File: config.mk
export PLATFORM = sky130hd
export DESIGN_NAME = clabf_vec
export DESIGN_NICKNAME = d
export VERILOG_FILES = /design/src/rtl/core/clabf_pkg.sv /design/src/rtl/core/clabf_vec.sv
export SDC_FILE = /design/constraint.sdc
export NUM_CORES = 2
export LEC_CHECK = 0
export BUFFER_PORTS_ARGS = -buffer_cell sky130_fd_sc_hd__buf_2
export CORE_ASPECT_RATIO = 1.75
export CORE_MARGIN = 4
export CORE_UTILIZATION = 60
export CTS_BUF_LIST = sky130_fd_sc_hd__clkbuf_4
export CTS_CLUSTER_SIZE = 16
export DETAILED_ROUTE_END_ITERATION = 10
export GPL_ROUTABILITY_DRIVEN = 0
export PLACE_DENSITY = 0.76
export REMOVE_ABC_BUFFERS = 1
export SYNTH_ARGS = -nofsm -noshare
export SYNTH_HDL_FRONTEND = slang
export SYNTH_SLANG_ARGS = --single-unit
File: constraint.sdc
create_clock -name clk -period 7.2 [get_ports clk]
set_clock_uncertainty 0.1 [all_clocks]
set_input_delay 0.72 -clock clk [delete_from_list [all_inputs] [get_ports clk]]
set_output_delay 0.72 -clock clk [all_outputs]
set_load 0.01 [all_outputs]
File: src/rtl/core/clabf_pkg.sv
// Package for the lens aberration filter: widths, register codes, payload types, CORDIC table.
`timescale 1ns / 1ps
`default_nettype none
package clabf_pkg;

    // Field widths
    localparam int FREQ_W   = 24;
    localparam int SAMPLE_W = 32;
    localparam int LIMIT_W  = 24;
    localparam int COEF_W   = 32;
    localparam int ANGLE_W  = 16;
    localparam int FRAC_SH  = 20;

    // CORDIC
    localparam int CORDIC_STEPS = 15;
    localparam int ROT_W        = 32;
    localparam int ROT_FRAC     = 30;
    localparam int SIN_DROP     = 10;
    localparam logic signed [ROT_W-1:0] CORDIC_X0 = 32'sd652032874;

    // Phase to binary angle scale
    localparam int TS_W = 30;
    localparam logic [TS_W-1:0] TURN_SCALE = 30'd683565276;

    // Square root sizing: only k^2 below the largest limit matters
    localparam int SQ_IN_W = LIMIT_W + FRAC_SH;
    localparam int ROOT_W  = SQ_IN_W / 2;
    localparam int K2_W    = SQ_IN_W - FRAC_SH;

    // Pipeline latencies
    localparam int SQRT_LAT = ROOT_W;
    localparam int VEC_LAT  = CORDIC_STEPS + 1;
    localparam int ROT_LAT  = CORDIC_STEPS + 2;
    localparam int PH_LAT   = ROT_LAT + 4;

    // Configuration register indexes
    localparam int CFG_IDX_W  = 4;
    localparam int CFG_DATA_W = 32;
    localparam logic [CFG_IDX_W-1:0] REG_APERTURE   = 4'd0;
    localparam logic [CFG_IDX_W-1:0] REG_THIRD      = 4'd1;
    localparam logic [CFG_IDX_W-1:0] REG_FIFTH      = 4'd2;
    localparam logic [CFG_IDX_W-1:0] REG_DEFOCUS    = 4'd3;
    localparam logic [CFG_IDX_W-1:0] REG_TWOFOLD    = 4'd4;
    localparam logic [CFG_IDX_W-1:0] REG_TWO_ANGLE  = 4'd5;
    localparam logic [CFG_IDX_W-1:0] REG_THREEFOLD  = 4'd6;
    localparam logic [CFG_IDX_W-1:0] REG_THREE_ANGLE = 4'd7;

    typedef struct packed {
        logic signed [FREQ_W-1:0]   freq_x;
        logic signed [FREQ_W-1:0]   freq_y;
        logic signed [SAMPLE_W-1:0] wave_real;
        logic signed [SAMPLE_W-1:0] wave_imag;
    } in_t;

    typedef struct packed {
        logic signed [SAMPLE_W-1:0] filtered_real;
        logic signed [SAMPLE_W-1:0] filtered_imag;
        logic                       inside_aperture;
    } out_t;

    typedef struct packed {
        logic [LIMIT_W-1:0]       aperture_k2_limit;
        logic signed [COEF_W-1:0] third_order_coef;
        logic signed [COEF_W-1:0] fifth_order_coef;
        logic signed [COEF_W-1:0] defocus_coef;
        logic signed [COEF_W-1:0] twofold_coef;
        logic [ANGLE_W-1:0]       twofold_angle;
        logic signed [COEF_W-1:0] threefold_coef;
        logic [ANGLE_W-1:0]       threefold_angle;
    } cfg_t;

    // atan(2^-i) as a binary angle
    function automatic logic [ANGLE_W-1:0] atan_step(input int i);
        logic [ANGLE_W-1:0] a;
        case (i)
            0:       a = 16'd8192;
            1:       a = 16'd4836;
            2:       a = 16'd2555;
            3:       a = 16'd1297;
            4:       a = 16'd651;
            5:       a = 16'd326;
            6:       a = 16'd163;
            7:       a = 16'd81;
            8:       a = 16'd41;
            9:       a = 16'd20;
            10:      a = 16'd10;
            11:      a = 16'd5;
            12:      a = 16'd3;
            13:      a = 16'd1;
            14:      a = 16'd1;
            default: a = 16'd0;
        endcase
        return a;
    endfunction

endpackage
`default_nettype wire

File: src/rtl/core/clabf_vec.sv
// Pipelined CORDIC vectoring: binary angle of (fy, fx), zero at the origin.
`timescale 1ns / 1ps
`default_nettype none
module clabf_vec (
    input  wire logic                                clk,
    input  wire logic signed [clabf_pkg::FREQ_W-1:0] fx,
    input  wire logic signed [clabf_pkg::FREQ_W-1:0] fy,
    output logic             [clabf_pkg::ANGLE_W-1:0] phi
);
    import clabf_pkg::*;

    // headroom for the half-turn fold and CORDIC growth
    localparam int VW = FREQ_W + 3;
    localparam logic [ANGLE_W-1:0] HALF_TURN = 16'h8000;

    logic signed [VW-1:0]      x_reg [CORDIC_STEPS+1];
    logic signed [VW-1:0]      y_reg [CORDIC_STEPS+1];
    logic        [ANGLE_W-1:0] z_reg [CORDIC_STEPS+1];
    logic [CORDIC_STEPS:0]     zero_reg;
    logic signed [VW-1:0]      fxe;
    logic signed [VW-1:0]      fye;

    assign fxe = VW'(fx);
    assign fye = VW'(fy);

    // fold the left half plane by a half turn
    always_ff @(posedge clk)
    begin
        if (fx[FREQ_W-1]) begin
            x_reg[0] <= -fxe;
            y_reg[0] <= -fye;
            z_reg[0] <= HALF_TURN;
        end
        else begin
            x_reg[0] <= fxe;
            y_reg[0] <= fye;
            z_reg[0] <= '0;
        end
        zero_reg[0] <= (fx == '0) && (fy == '0);
    end

    // one micro-rotation per stage, driving y to zero
    for (genvar i = 0; i < CORDIC_STEPS; i++) begin : g_step
        always_ff @(posedge clk)
        begin
            if (!y_reg[i][VW-1]) begin
                x_reg[i+1] <= x_reg[i] + (y_reg[i] >>> i);
                y_reg[i+1] <= y_reg[i] - (x_reg[i] >>> i);
                z_reg[i+1] <= z_reg[i] + atan_step(i);
            end
            else begin
                x_reg[i+1] <= x_reg[i] - (y_reg[i] >>> i);
                y_reg[i+1] <= y_reg[i] + (x_reg[i] >>> i);
                z_reg[i+1] <= z_reg[i] - atan_step(i);
            end
            zero_reg[i+1] <= zero_reg[i];
        end
    end

    assign phi = zero_reg[CORDIC_STEPS] ? '0 : z_reg[CORDIC_STEPS];

endmodule
`default_nettype wire

==> reports/metrics.yaml <==
ys_top_cells_by_area: "dfxtp_1, ha_1, xnor2_1"
ctsLongestPathBuffers: 3
grt_usage_pct: 31.9
worstSetupPathType: "flop to flop"
wl_per_cell_um: 19.4
gr-total-overflow: 0
grt_setup_unrepaired: "no"
end_kind: "flop"
grt_antenna_before_repair: 4
yosys_register_bits: 959
crit-reg2reg-launch: "y_reg[0][58]$_DFF_P_"
initial_core_util_pct: 60.4
holdPathStages: 2
ios: 65
core_um2: 120000
first_pass_iters: 6
cts_resized: 0
die-area_um2: 126000
first_global_vias: 67400
finalCritPeriodShare_pct: 71.1
final_common_cell: "ha_1"
setup_viol: 0
syn_inst: 8671
synth_cell_type_count: 90
clock_sinks: 959
drv_slew: 0
vias_per_cell: 6.11
root_buffer: "clkbuf_4"
rr_endpoint: "x_reg[0][107]$_DFF_P_"
async_flop_share_pct: 0
port_buffers: 63
num-nets-final: 10000
hold_end: "y_reg[0][0]$_DFF_P_"
grt_pass1_wl_mm: 327
largest_reg_flops: 378
synthToLayoutAreaGrowth_pct: 8.19
synth_top_area_cell: "dfxtp_1"
cts_tree: "done"
wirelength_mm: 207
yosysSeqAreaShare_pct: 26.5
die_h_um: 467
tightest_slew_ns: 1.19
cp.required_ns: 8.26
grt_start_max_net_pins: 75
syn_area_per_cell_um2: 8.35
slew_headroom_pct: 19.7
drt_iter0_drc: 3341
arrival_ns: 6.18
final-hold-violation-count: 0
rows: 168
drive_above_1_share_pct: 6.05
yosysWarnings: 0
htree_levels: 4
layout_common_cells: "ha_1, dfxtp_1, nor2_1, a21oi_1, xnor2_1"
critical_path.max_fanout: 5
synth_edf_count: 0
fin_crit_ns: 5.12
cts_buffers: 222
r2r_slack_ns: 2.08
ant_nets: 0
tns_ns: 0
startpoint_type: "flop"
hold_class: "input port to flop"
num_vias: 65200
fmax_mhz: 195
reg2regPathDepth: 17
netlist.area_leader.share_pct: 26.5
synth-main-ff-cell: "dfxtp_1"
insertion_delay_ns: 1.30
cts_setup_buffers: 0
die_x_um: 271
clkTransAtPathRegs_ns: 0.07
place_hpwl_mm: 164
synth.cell_area_um2: 72400
hold_path.startpoint: "fy[0]"
cap_violations: 0
status: "complete, no violations"
drc_errors: 0
cells by family after synthesis:
kind of cell / synth area share (%)
simple gates: 16.2
fa+ha+maj: 17.9
mux: 0.664
compound gates: 20.6
flops: 26.5
other cells: 0.00518
xor+xnor: 14.8
buf+inv: 3.23
synth_stat cells, drive strengths merged (37+ instances only):
cell	number
a211oi	61
a21boi	37
a21o	325
a21oi	815
a31oi	95
and2	58
and3	98
clkbuf	122
dfxtp	959
ha	979
inv	469
nand2	426
nand2b	92
nand3	153
nand4	64
nor2	884
nor2b	150
nor3	258
nor4	78
o21a	140
o21ai	419
o21bai	110
o31ai	44
o41ai	57
or3	48
or4	40
xnor2	810
xor2	416
layout make-up:
cell class / instances / area, um^2
multi-input cells: 7094 / 50900
flip-flops and latches: 959 / 19200
inverters: 474 / 1780
well taps: 1530 / 1910
repair buffers: 197 / 1580
diodes: 11 / 27.5
clock buffers: 305 / 2290
clock inverters: 105 / 646
fillers: 9986 / 41500
through the flow:
stage          hold WS [ns]  utilization, %  cell area [um^2]  cells  setup slack [ns]
3_3_place_gp          0.212            62.0             74300  10200              2.24
4_1_cts             0.00273            65.3             78300  10700              2.17
3_5_place_dp          0.212            62.0             74300  10200              2.22
2_1_floorplan         0.210               -             71800   8527              2.52
6_report              0.106            65.4             78300  10700              2.08
5_1_grt              0.0491            65.3             78300  10700              1.82
timing repair:
action                                  in CTS  in global routing
hold buffers                               104                  0
endpoints found under the hold margin       53                  0
endpoints found under the setup margin       0                  0
worst max-delay path by stage:
| stage | from | endpoint | slack [ns] | cells after the start |
|---|---|---|---|---|
| final | y_reg[0][58]$_DFF_P_ | x_reg[0][107]$_DFF_P_ | 2.08 | 17 |
| after floorplan | y_reg[0][107]$_DFF_P_ | x_reg[0][134]$_DFF_P_ | 2.52 | 14 |
| after global placement | y_reg[0][58]$_DFF_P_ | x_reg[0][107]$_DFF_P_ | 2.24 | 17 |
| after detailed placement | y_reg[0][58]$_DFF_P_ | x_reg[0][107]$_DFF_P_ | 2.22 | 17 |
| after CTS | y_reg[0][58]$_DFF_P_ | x_reg[0][107]$_DFF_P_ | 2.17 | 17 |
| after global routing | y_reg[0][58]$_DFF_P_ | x_reg[0][107]$_DFF_P_ | 1.82 | 17 |
routing by layer:
| metal | share of wire [%] | track usage, % |
|---|---|---|
| met1 | 30 | 24.4 |
| met2 | 54 | 63.7 |
| met3 | 4.0 | 5.51 |
| met4 | 12 | 33.0 |
| met5 | 0.0039 | 0 |
worst max-delay path, stage by stage, from the launching register on:
cell	delay, ns
dfxtp_1	0.36
nor2_1	0.18
nor4b_1	0.46
nor3b_1	0.72
nand3_1	0.30
nor4_1	0.55
nor2_1	0.12
xnor2_1	0.16
ha_1	0.36
inv_1	0.12
o221ai_1	0.16
a21o_1	0.20
a31o_2	0.23
o21ai_1	0.17
a21boi_1	0.09
o21a_1	0.20
a311o_1	0.37
xnor2_1	0.13
Power is not shown: default switching activity piles up to over one toggle a cycle in this logic, so the estimate is an artifact.
