===== src/rtl/core/clabf_pkg.sv =====
// Package for the lens aberration filter: widths, register codes, payload types, CORDIC table.
`timescale 1ns / 1ps
`default_nettype none
package clabf_pkg;

    // Field widths
    localparam int FREQ_W   = 24;
    localparam int SAMPLE_W = 32;
    localparam int LIMIT_W  = 24;
    localparam int COEF_W   = 32;
    localparam int ANGLE_W  = 16;
    localparam int FRAC_SH  = 20;

    // CORDIC
    localparam int CORDIC_STEPS = 15;
    localparam int ROT_W        = 32;
    localparam int ROT_FRAC     = 30;
    localparam int SIN_DROP     = 10;
    localparam logic signed [ROT_W-1:0] CORDIC_X0 = 32'sd652032874;

    // Phase to binary angle scale
    localparam int TS_W = 30;
    localparam logic [TS_W-1:0] TURN_SCALE = 30'd683565276;

    // Square root sizing: only k^2 below the largest limit matters
    localparam int SQ_IN_W = LIMIT_W + FRAC_SH;
    localparam int ROOT_W  = SQ_IN_W / 2;
    localparam int K2_W    = SQ_IN_W - FRAC_SH;

    // Pipeline latencies
    localparam int SQRT_LAT = ROOT_W;
    localparam int VEC_LAT  = CORDIC_STEPS + 1;
    localparam int ROT_LAT  = CORDIC_STEPS + 2;
    localparam int PH_LAT   = ROT_LAT + 4;

    // Configuration register indexes
    localparam int CFG_IDX_W  = 4;
    localparam int CFG_DATA_W = 32;
    localparam logic [CFG_IDX_W-1:0] REG_APERTURE   = 4'd0;
    localparam logic [CFG_IDX_W-1:0] REG_THIRD      = 4'd1;
    localparam logic [CFG_IDX_W-1:0] REG_FIFTH      = 4'd2;
    localparam logic [CFG_IDX_W-1:0] REG_DEFOCUS    = 4'd3;
    localparam logic [CFG_IDX_W-1:0] REG_TWOFOLD    = 4'd4;
    localparam logic [CFG_IDX_W-1:0] REG_TWO_ANGLE  = 4'd5;
    localparam logic [CFG_IDX_W-1:0] REG_THREEFOLD  = 4'd6;
    localparam logic [CFG_IDX_W-1:0] REG_THREE_ANGLE = 4'd7;

    typedef struct packed {
        logic signed [FREQ_W-1:0]   freq_x;
        logic signed [FREQ_W-1:0]   freq_y;
        logic signed [SAMPLE_W-1:0] wave_real;
        logic signed [SAMPLE_W-1:0] wave_imag;
    } in_t;

    typedef struct packed {
        logic signed [SAMPLE_W-1:0] filtered_real;
        logic signed [SAMPLE_W-1:0] filtered_imag;
        logic                       inside_aperture;
    } out_t;

    typedef struct packed {
        logic [LIMIT_W-1:0]       aperture_k2_limit;
        logic signed [COEF_W-1:0] third_order_coef;
        logic signed [COEF_W-1:0] fifth_order_coef;
        logic signed [COEF_W-1:0] defocus_coef;
        logic signed [COEF_W-1:0] twofold_coef;
        logic [ANGLE_W-1:0]       twofold_angle;
        logic signed [COEF_W-1:0] threefold_coef;
        logic [ANGLE_W-1:0]       threefold_angle;
    } cfg_t;

    // atan(2^-i) as a binary angle
    function automatic logic [ANGLE_W-1:0] atan_step(input int i);
        logic [ANGLE_W-1:0] a;
        case (i)
            0:       a = 16'd8192;
            1:       a = 16'd4836;
            2:       a = 16'd2555;
            3:       a = 16'd1297;
            4:       a = 16'd651;
            5:       a = 16'd326;
            6:       a = 16'd163;
            7:       a = 16'd81;
            8:       a = 16'd41;
            9:       a = 16'd20;
            10:      a = 16'd10;
            11:      a = 16'd5;
            12:      a = 16'd3;
            13:      a = 16'd1;
            14:      a = 16'd1;
            default: a = 16'd0;
        endcase
        return a;
    endfunction

endpackage
`default_nettype wire


===== src/rtl/core/clabf_rot.sv =====
// Pipelined CORDIC rotation: cosine and sine of a binary angle, Q2.30.
`timescale 1ns / 1ps
`default_nettype none
module clabf_rot (
    input  wire logic                                clk,
    input  wire logic        [clabf_pkg::ANGLE_W-1:0] ang,
    output logic signed      [clabf_pkg::ROT_W-1:0]   cos,
    output logic signed      [clabf_pkg::ROT_W-1:0]   sin
);
    import clabf_pkg::*;

    localparam int Z_W = ANGLE_W + 2;
    localparam logic signed [Z_W-1:0] QTR_TURN  = Z_W'(16384);
    localparam logic signed [Z_W-1:0] HALF_TURN = Z_W'(32768);

    logic signed [ROT_W-1:0] x_reg [CORDIC_STEPS+1];
    logic signed [ROT_W-1:0] y_reg [CORDIC_STEPS+1];
    logic signed [Z_W-1:0]   z_reg [CORDIC_STEPS+1];
    logic [CORDIC_STEPS:0]   neg_reg;
    logic signed [Z_W-1:0]   za;
    logic signed [ROT_W-1:0] cos_reg;
    logic signed [ROT_W-1:0] sin_reg;

    assign za = Z_W'($signed(ang));

    // fold into the right half plane
    always_ff @(posedge clk)
    begin
        x_reg[0] <= CORDIC_X0;
        y_reg[0] <= '0;
        if (za > QTR_TURN) begin
            z_reg[0]   <= za - HALF_TURN;
            neg_reg[0] <= 1'b1;
        end
        else if (za < -QTR_TURN) begin
            z_reg[0]   <= za + HALF_TURN;
            neg_reg[0] <= 1'b1;
        end
        else begin
            z_reg[0]   <= za;
            neg_reg[0] <= 1'b0;
        end
    end

    // micro-rotations driving z to zero
    for (genvar i = 0; i < CORDIC_STEPS; i++) begin : g_step
        logic signed [Z_W-1:0] at;
        assign at = $signed(Z_W'(atan_step(i)));
        always_ff @(posedge clk)
        begin
            if (!z_reg[i][Z_W-1]) begin
                x_reg[i+1] <= x_reg[i] - (y_reg[i] >>> i);
                y_reg[i+1] <= y_reg[i] + (x_reg[i] >>> i);
                z_reg[i+1] <= z_reg[i] - at;
            end
            else begin
                x_reg[i+1] <= x_reg[i] + (y_reg[i] >>> i);
                y_reg[i+1] <= y_reg[i] - (x_reg[i] >>> i);
                z_reg[i+1] <= z_reg[i] + at;
            end
            neg_reg[i+1] <= neg_reg[i];
        end
    end

    // undo the fold
    always_ff @(posedge clk)
    begin
        cos_reg <= neg_reg[CORDIC_STEPS] ? -x_reg[CORDIC_STEPS] : x_reg[CORDIC_STEPS];
        sin_reg <= neg_reg[CORDIC_STEPS] ? -y_reg[CORDIC_STEPS] : y_reg[CORDIC_STEPS];
    end

    assign cos = cos_reg;
    assign sin = sin_reg;

endmodule
`default_nettype wire


===== config.mk =====
export PLATFORM = sky130hd
export DESIGN_NAME = clabf_rot
export DESIGN_NICKNAME = d
export VERILOG_FILES = /design/src/rtl/core/clabf_pkg.sv /design/src/rtl/core/clabf_rot.sv
export SDC_FILE = /design/constraint.sdc
export NUM_CORES = 2
export LEC_CHECK = 0
export ABC_AREA = 1
export BUFFER_PORTS_ARGS = -buffer_cell sky130_fd_sc_hd__buf_2
export CORE_ASPECT_RATIO = 0.75
export CORE_MARGIN = 4
export CORE_UTILIZATION = 35
export DETAILED_ROUTE_END_ITERATION = 8
export SYNTH_ARGS = -nofsm -noshare
export SYNTH_HDL_FRONTEND = slang
export SYNTH_SLANG_ARGS = --single-unit

===== constraint.sdc =====
create_clock -name clk -period 4.1 [get_ports clk]
set_input_delay 0.82 -clock clk [delete_from_list [all_inputs] [get_ports clk]]
set_output_delay 0.82 -clock clk [all_outputs]
set_load 0.02 [all_outputs]

==> qor.txt <==
crit path kind - register to register
Worst-Skew Late Latency - 0.83 ns
DR vias/cell - 5.09
minimum clock period - 3.92 ns
status - finished clean
Post-Syn Area - 95,100 um^2
maximum fanout along the worst path - 4
gpl congestion - 0.956
Initial DRT Pass Iterations - 6
vias - 87,900
asr flop ratio synth - 0%
Post-Syn Instances - 13,300
Detail Route Antenna Nets - 0
Period Utilization, post-route - 95.7%
sequential share of the synthesized area - 25.5%
Post-CTS Hold Buffers - 0
CTS tree - built
fmax - 255 MHz
post-synth cell types - 74
drt total wl - 309,000 um
synth cell count leaders - 2,494 x nand2_1, 1,758 x inv_1, 1,224 x nor2_1
YS warnings - 0
initial antenna violation count - 14
Placement Setup Slack - 0.0283 ns
CTS root buf - clkbuf_16
H-tree levels - 4
Worst Hold Class - input port to register
CP required - 4.85 ns
die area - 280,000 um^2
most common cell in the synthesized netlist - nand2_1
Port Buffers - 80
CP arrival - 4.67 ns
Post-synth EDFFs - 17
# setup viols final - 0
total track usage - 21.4%
Seq cells post-synth - 1,205
DRT iter0 DRCs - 8,977
Synth Area per Inst - 7.17 um^2
first-pass GRT wire length - 479,000 um
fin util - 39.2%
clock-pin slew on the worst setup and hold paths - 0.06 ns
# clock sinks - 1,205
Initial Utilization - 35.2%
Worst setup EP type - register
Synth area leader - dfxtp_1
worst-margin pin slew - 1.12 ns
CTS Buf Count - 145
top cell type's share of synthesized area - 25.0%
Layout Cells excl Fill - 17,300
max FFs per register - 449
area grow syn2layout - 11.2%
Post-route DRC - 0
Overflow after GRT - 0
chip height - 460 um
FP Rows - 165
DP Wirelength - 259,000 um
Die Wd - 610 um
Final Max Tran Viols - 0
Ports - 81
Hold Fails Final Rpt - 0
Clock Skew - 0.0692 ns
Placeable Area - 270,000 um^2
top_reg_cell synth - dfxtp_1
share of layout cells above drive strength 1 - 5.26%
Max-cap violations - 0
vias in the first global route - 81,400
Max clock buf depth - 4
Worst Slack Setup Final - 0.175 ns
nets@finish - 14,700
Fillers - 28,700
nature of the critical path startpoint - register
Max-slew headroom - 24.5%
Placed Instances - 17,000
Routed WL per cell - 17.9 um
pin count of the biggest net entering global routing - 53
largest cells by area after synthesis - dfxtp_1 25%, ha_1 15%, xor2_1 10%, nand2_1 9.8%, inv_1 6.9%
-- path summary, 6_finish.rpt --
path	start	endpoint	slack (ns)	cells past startpoint
worst min register to register	neg_reg[2]$_DFF_P_	neg_reg[3]$_DFF_P_	0.32	0
worst min-delay path	ang[2]	z_reg[0][2]$_DFFE_PP_	0.22	1
worst max-delay path	y_reg[0][132]$_DFF_P_	x_reg[0][185]$_DFF_P_	0.18	20
worst max register to register	y_reg[0][132]$_DFF_P_	x_reg[0][185]$_DFF_P_	0.18	20
-- critical path, cell delays in order, from the launching register on --
cell and delay, ns:
dfxtp_1 0.33, inv_1 0.08, ha_1 0.18, nand3_1 0.12
nor3_1 0.16, inv_1 0.09, nor2_2 0.22, nand4_1 0.31
nor2_1 0.23, nor2_1 0.07, xor2_1 0.17, ha_1 0.36
nand2_1 0.08, inv_1 0.08, nand3_1 0.11, nor2_1 0.46
nand3_1 0.26, nand3_1 0.25, nand2_1 0.07, nand2_1 0.08
xor2_1 0.14
-- repair_timing --
item                                    4_1_cts  5_1_grt
setup buffers                                 0        1
endpoints found under the setup margin        0       36
resized for setup                             0       43
-- cells in the final DEF (no fill, tap or decap), types with 42 or more instances in the layout --
cell       count
a31oi_1      172
a21oi_1     1132
nand2_1     2491
clkbuf_16    150
nor2_1      1222
o21ai_1       42
inv_1       1758
a21o_1       186
buf_4        158
o21ai_0      613
dfxtp_1     1188
nor4_1        56
nor3_1       248
ha_1        1136
nand4_1      131
buf_2         80
o21bai_1      74
xnor2_1      421
nand3_1      606
xor2_1      1120
fa_1          42
o31ai_1       64
-- per-stage QoR --
step	hold slack [ns]	TNS, ns	area [um^2]
after floorplan	0.310	0	95200
after global placement	0.312	0	101000
after CTS	0.153	0	106000
after global routing	0.184	-0.000529	106000
after detailed placement	0.312	0	101000
final	0.224	0	106000
-- cell families (layout without fill, tap and decap cells) --
group | after synthesis | after routing | synth area share, %
AO/OA/AOI/OAI | 2474 | 2474 | 14.8
XOR/XNOR | 1541 | 1541 | 14.2
adder cells (fa/ha/maj) | 1178 | 1178 | 15.8
buffers and inverters | 1884 | 2267 | 7.47
flip-flops | 1205 | 1205 | 25.5
multiplexers | 2 | 2 | 0.0237
other | 1 | 19 | 0.00394
AND/OR/NAND/NOR | 4975 | 4975 | 22.2
-- layout make-up --
cell class	instances	area, um^2	area share (%)
Multi-Input combinational cell	10200	64000	60.4
Clock buffer	183	4070	3.84
Inverter	1774	6660	6.29
Antenna cell	2	5.00	0.00473
Sequential cell	1205	24300	23.0
Tap cell	3590	4490	4.25
Timing Repair Buffer	241	1650	1.56
Clock inverter	69	688	0.650
-- layer usage --
| layer | routed length (um) | GRT usage [%] | up-vias |
|---|---|---|---|
| li1 | - | - | 44300 |
| met1 | 163000 | 34.6 | 40200 |
| met2 | 113000 | 28.5 | 3080 |
| met3 | 28300 | 4.29 | 289 |
| met4 | 4940 | 3.63 | 2 |
| met5 | 13 | 0 | - |
Power is not shown: default switching activity piles up to over one toggle a cycle in this logic, so the estimate is an artifact.
