**config.mk**
```make
export PLATFORM = sky130hd
export DESIGN_NAME = clabf_isqrt
export DESIGN_NICKNAME = d
export VERILOG_FILES = /design/src/rtl/core/clabf_pkg.sv /design/src/rtl/core/clabf_isqrt.sv
export SDC_FILE = /design/constraint.sdc
export NUM_CORES = 2
export LEC_CHECK = 0
export BUFFER_PORTS_ARGS = -buffer_cell sky130_fd_sc_hd__buf_2
export CAP_MARGIN = 20
export CORE_ASPECT_RATIO = 0.6
export CORE_MARGIN = 4
export CORE_UTILIZATION = 60
export DETAILED_ROUTE_END_ITERATION = 10
export PLACE_DENSITY = 0.77
export SYNTH_ARGS = -nofsm -noshare
export SYNTH_HDL_FRONTEND = slang
export SYNTH_SLANG_ARGS = --single-unit
```
**constraint.sdc**
```tcl
create_clock -name clk -period 3.4 [get_ports clk]
set_input_delay 0.68 -clock clk [delete_from_list [all_inputs] [get_ports clk]]
set_output_delay 0.68 -clock clk [all_outputs]
set_load 0.005 [all_outputs]
```
**src/rtl/core/clabf_pkg.sv**
```systemverilog
// Package for the lens aberration filter: widths, register codes, payload types, CORDIC table.
`timescale 1ns / 1ps
`default_nettype none
package clabf_pkg;

    // Field widths
    localparam int FREQ_W   = 24;
    localparam int SAMPLE_W = 32;
    localparam int LIMIT_W  = 24;
    localparam int COEF_W   = 32;
    localparam int ANGLE_W  = 16;
    localparam int FRAC_SH  = 20;

    // CORDIC
    localparam int CORDIC_STEPS = 15;
    localparam int ROT_W        = 32;
    localparam int ROT_FRAC     = 30;
    localparam int SIN_DROP     = 10;
    localparam logic signed [ROT_W-1:0] CORDIC_X0 = 32'sd652032874;

    // Phase to binary angle scale
    localparam int TS_W = 30;
    localparam logic [TS_W-1:0] TURN_SCALE = 30'd683565276;

    // Square root sizing: only k^2 below the largest limit matters
    localparam int SQ_IN_W = LIMIT_W + FRAC_SH;
    localparam int ROOT_W  = SQ_IN_W / 2;
    localparam int K2_W    = SQ_IN_W - FRAC_SH;

    // Pipeline latencies
    localparam int SQRT_LAT = ROOT_W;
    localparam int VEC_LAT  = CORDIC_STEPS + 1;
    localparam int ROT_LAT  = CORDIC_STEPS + 2;
    localparam int PH_LAT   = ROT_LAT + 4;

    // Configuration register indexes
    localparam int CFG_IDX_W  = 4;
    localparam int CFG_DATA_W = 32;
    localparam logic [CFG_IDX_W-1:0] REG_APERTURE   = 4'd0;
    localparam logic [CFG_IDX_W-1:0] REG_THIRD      = 4'd1;
    localparam logic [CFG_IDX_W-1:0] REG_FIFTH      = 4'd2;
    localparam logic [CFG_IDX_W-1:0] REG_DEFOCUS    = 4'd3;
    localparam logic [CFG_IDX_W-1:0] REG_TWOFOLD    = 4'd4;
    localparam logic [CFG_IDX_W-1:0] REG_TWO_ANGLE  = 4'd5;
    localparam logic [CFG_IDX_W-1:0] REG_THREEFOLD  = 4'd6;
    localparam logic [CFG_IDX_W-1:0] REG_THREE_ANGLE = 4'd7;

    typedef struct packed {
        logic signed [FREQ_W-1:0]   freq_x;
        logic signed [FREQ_W-1:0]   freq_y;
        logic signed [SAMPLE_W-1:0] wave_real;
        logic signed [SAMPLE_W-1:0] wave_imag;
    } in_t;

    typedef struct packed {
        logic signed [SAMPLE_W-1:0] filtered_real;
        logic signed [SAMPLE_W-1:0] filtered_imag;
        logic                       inside_aperture;
    } out_t;

    typedef struct packed {
        logic [LIMIT_W-1:0]       aperture_k2_limit;
        logic signed [COEF_W-1:0] third_order_coef;
        logic signed [COEF_W-1:0] fifth_order_coef;
        logic signed [COEF_W-1:0] defocus_coef;
        logic signed [COEF_W-1:0] twofold_coef;
        logic [ANGLE_W-1:0]       twofold_angle;
        logic signed [COEF_W-1:0] threefold_coef;
        logic [ANGLE_W-1:0]       threefold_angle;
    } cfg_t;

    // atan(2^-i) as a binary angle
    function automatic logic [ANGLE_W-1:0] atan_step(input int i);
        logic [ANGLE_W-1:0] a;
        case (i)
            0:       a = 16'd8192;
            1:       a = 16'd4836;
            2:       a = 16'd2555;
            3:       a = 16'd1297;
            4:       a = 16'd651;
            5:       a = 16'd326;
            6:       a = 16'd163;
            7:       a = 16'd81;
            8:       a = 16'd41;
            9:       a = 16'd20;
            10:      a = 16'd10;
            11:      a = 16'd5;
            12:      a = 16'd3;
            13:      a = 16'd1;
            14:      a = 16'd1;
            default: a = 16'd0;
        endcase
        return a;
    endfunction

endpackage
`default_nettype wire

```
**src/rtl/core/clabf_isqrt.sv**
```systemverilog
// Pipelined floor square root, one result bit per stage.
`timescale 1ns / 1ps
`default_nettype none
module clabf_isqrt (
    input  wire logic                           clk,
    input  wire logic [clabf_pkg::SQ_IN_W-1:0]  val,
    output logic      [clabf_pkg::ROOT_W-1:0]   root
);
    import clabf_pkg::*;

    localparam int IN_W  = SQ_IN_W;
    localparam int REM_W = ROOT_W + 2;

    logic [REM_W-1:0]  rem_reg  [ROOT_W-1];
    logic [IN_W-1:0]   rest_reg [ROOT_W-1];
    logic [ROOT_W-1:0] root_reg [ROOT_W];

    for (genvar s = 0; s < ROOT_W; s++) begin : g_st
        logic [REM_W-1:0]  rem_in;
        logic [REM_W-1:0]  cand;
        logic [REM_W-1:0]  trial;
        logic [ROOT_W-1:0] root_in;
        logic [IN_W-1:0]   rest_in;
        logic              take;

        if (s == 0) begin : g_first
            assign rem_in  = '0;
            assign root_in = '0;
            assign rest_in = val;
        end
        else begin : g_next
            assign rem_in  = rem_reg[s-1];
            assign root_in = root_reg[s-1];
            assign rest_in = rest_reg[s-1];
        end

        // bring down the next two bits and try the next root bit
        assign cand  = {rem_in[REM_W-3:0], rest_in[IN_W-1 -: 2]};
        assign trial = {root_in, 2'b01};
        assign take  = (cand >= trial);

        always_ff @(posedge clk)
        begin
            root_reg[s] <= {root_in[ROOT_W-2:0], take};
        end

        if (s < ROOT_W - 1) begin : g_carry
            always_ff @(posedge clk)
            begin
                rem_reg[s]  <= take ? (cand - trial) : cand;
                rest_reg[s] <= {rest_in[IN_W-3:0], 2'b00};
            end
        end
    end

    assign root = root_reg[ROOT_W-1];

endmodule
`default_nettype wire

```
==> key figures <==
Status
  – Outcome: completed

Place
  – Worst slack at placement: 257 ps
  – I/O Buffers: 66
  – DP Wirelength: 58,000 µm
  – Routability cong.: 0.940

Timing
  – Setup Skew: ~64 ps
  – Max Slew Vio Count: 0
  – Final Hold Vio Count: 0
  – Rel. slew slack: 0.450
  – Endpoints failing setup: 0
  – Slew @ Worst Pin: approximately 800 ps
  – Final cycle utilization of the critical path: 0.963
  – Final Critical Period: roughly 3300 ps
  – Total Neg Setup Slack: 0 ps
  – Max Fclk: roughly 0.31 GHz
  – Setup ws final: approximately 130 ps
  – RSZ-0062 raised after global routing: no

Synthesis
  – Synthesized Nets: around 4,300
  – Seq/Total Area, Yosys: 0.561
  – Synth Area per Inst: approximately 10 µm²
  – Post-Syn Instances: just under 4,000
  – Main synth FF type: dfxtp_1
  – Fraction of registers with async set/reset: 0
  – Synthesized flop and latch total: between 1,000 and 1,500
  – Post-Syn Area: 0.0410 mm²
  – Count of cell types in the netlist: 74
  – Warnings, synthesis: 0
  – EDFF count, synth: 0

Drt
  – DR WL/cell: between 15 and 20 µm
  – Total wire length: around 80,000 µm
  – WL met2: between 20,000 and 30,000 µm
  – DRC Markers: 0
  – Final ANT Viol Nets: 0
  – Met3 routed WL: between 6000 and 7000 µm
  – Met1 Wirelength: around 43,000 µm
  – Drt pass-1 iters: 5
  – Highest metal used: met4
  – Vias/cell: around 5.4
  – DR vias: ~27,000
  – Iter 0 DRT Violations: roughly 2,200

Cells and area
  – N_diodes: 0
  – Leading cell types in the layout, fill and taps excluded: 1,149 x dfxtp_1, 353 x inv_1, 276 x ha_1
  – Max reg flops: 462
  – Share of layout cells above drive strength 1: 0.0863
  – Area grow syn2layout: 12.2%
  – Most common cell after layout, fill and taps aside: dfxtp_1
  – # nets final: about 4,400

GRT
  – Gr ovfl total: 0
  – Initial antenna violation count: 1
  – Tot GR Track Use: 0.219
  – First-pass GRT wire length: roughly 130,000 µm
  – Vias in the first global route: between 20,000 and 30,000
  – Largest net degree at the start of global routing: 45

Clock network
  – Clock latency on the worst-skew pair: 700 ps
  – Clock sinks: approximately 1,100
  – Hold buffers post-CTS: 0
  – Root buffer cell: clkbuf_16
  – CTS H-Tree Depth: 3
  – CTS Buf Count: 95
  – CTS Buffer Depth: 3
  – Clk slew on worst S/H paths: about 70 ps
  – TritonCTS clock tree: done

Critical path
  – Critical path launch point type: flip-flop
  – Data arrival time of the critical path: about 3800 ps
  – CP Capture Type: flip-flop
  – CP Max Fanout: 37
  – Critical path type: reg -> reg
  – Req. time, crit path: roughly 4000 ps

Power
  – PwrDens: between 700 and 800 mW/mm²
  – Maximum vdd drop: just under 0.0006 V
  – Static Leakage: between 20 and 25 nW

Floorplan
  – Die span in x: 345 µm
  – Die height: between 200 and 250 µm
  – Io pins: 67
  – FP Rows: 73
  – Starting density of the core: 0.612
  – Core Region: 0.0670 mm²
  – Die area: ~0.073 mm²

Run
  – Max cap viols: 0

Worst hold path
  – Hold/Removal Path Class: in -> reg
==> synth_stat cells (all sizes together), types with 8 or more instances <==
| cell type | number | area (µm²) |
|---|---|---|
| dfxtp | 1149 | 23000 |
| inv | 353 | 1330 |
| ha | 276 | 3450 |
| nand2 | 252 | 946 |
| nor2 | 246 | 926 |
| a21oi | 236 | 1180 |
| o21ai | 201 | 1010 |
| xnor2 | 180 | 1580 |
| xor2 | 158 | 1380 |
| nor3 | 98 | 490 |
| a21o | 79 | 594 |
| nand2b | 58 | 363 |
| nor4 | 51 | 334 |
| clkbuf | 50 | 188 |
| o21a | 49 | 368 |
| mux2 | 48 | 541 |
| nand4 | 48 | 300 |
| nand3 | 47 | 235 |
| nor2b | 42 | 263 |
| or3 | 28 | 185 |
| or4 | 27 | 210 |
| o31ai | 24 | 180 |
| o21bai | 23 | 173 |
| or2 | 23 | 144 |
| a31oi | 22 | 138 |
| a211oi | 20 | 150 |
| o211ai | 18 | 135 |
| nand3b | 15 | 113 |
| and3 | 13 | 81.3 |
| and2 | 10 | 62.6 |
| a2111oi | 8 | 70.1 |
| a21boi | 8 | 60.1 |
==> logic make-up (layout without fill, tap and decap cells) <==
logic type,after synthesis,after routing,synth area share
buffers and inverters,410,637,0.0379
and+or+nand+nor,986,986,0.119
DFF,1149,1149,0.561
xor gates and xnor gates,338,338,0.0722
AOI/OAI and AO/OA,743,743,0.111
other,1,1,0.0000915
adders and majority gates,276,276,0.0842
muxes,52,52,0.0142
==> metal layers <==
metal / track usage / up-vias
met4: 0.0460 / 0
met2: 0.294 / 768
met3: 0.0517 / 91
li1: - / 13737
met5: 0 / -
met1: 0.353 / 12647
==> worst paths after layout <==
kind	start	end	slack, ps	depth (start not counted)
setup / recovery	root_reg[1][169]	rem_reg[2][21]	130	10
hold / removal	val[5]	rest_reg[0][5]	80	1
setup reg to reg	root_reg[1][169]	rem_reg[2][21]	130	10
hold reg to reg	rest_reg[0][149]	rest_reg[0][193]	320	0
==> per-stage QoR <==
stage	power [mW]	hold WS, ps	instances	instance area [µm²]	utilization
4_1_cts	36.2	27.2	5082	46000	0.687
6_report	36.1	81.3	5082	46000	0.687
3_3_place_gp	24.4	310	4906	42600	0.636
5_1_grt	38.0	49.9	5082	46000	0.687
2_1_floorplan	22.7	310	3955	41000	-
3_5_place_dp	24.6	312	4906	42600	0.636
==> worst max-delay path, cell delays in order (launching register included) <==
cell	delay, ps
dfxtp_1	340
inv_1	50
ha_1	210
or3_1	350
or2_2	320
or4_1	560
a41oi_1	550
nor2b_2	330
buf_12	210
nor3_1	80
a21o_1	160
==> layout make-up <==
class,instances,area (µm²)
clock buffer,129,2650
clock inverter,47,738
fill,4929,21000
inverter,354,1330
multi-input combinational,2396,16500
sequential,1149,23000
tap,900,1130
timing repair buffer,107,676
==> report_power, final <==
group / internal (mW) / leakage (nW) / switching (mW) / total (mW)
Combinational: 3.23 / 10.7 / 3.84 / 7.07
Clock: 6.55 / 1.65 / 5.00 / 11.5
Sequential: 15.9 / 9.62 / 1.61 / 17.5
==> timing repair <==
| item | 4_1_cts | 5_1_grt |
|---|---|---|
| buffers inserted | 0 | 0 |
| gates resized for setup | 0 | 7 |
| setup endpoints to repair | 0 | 39 |
No activity file was read; power rests on OpenSTA's default activity.
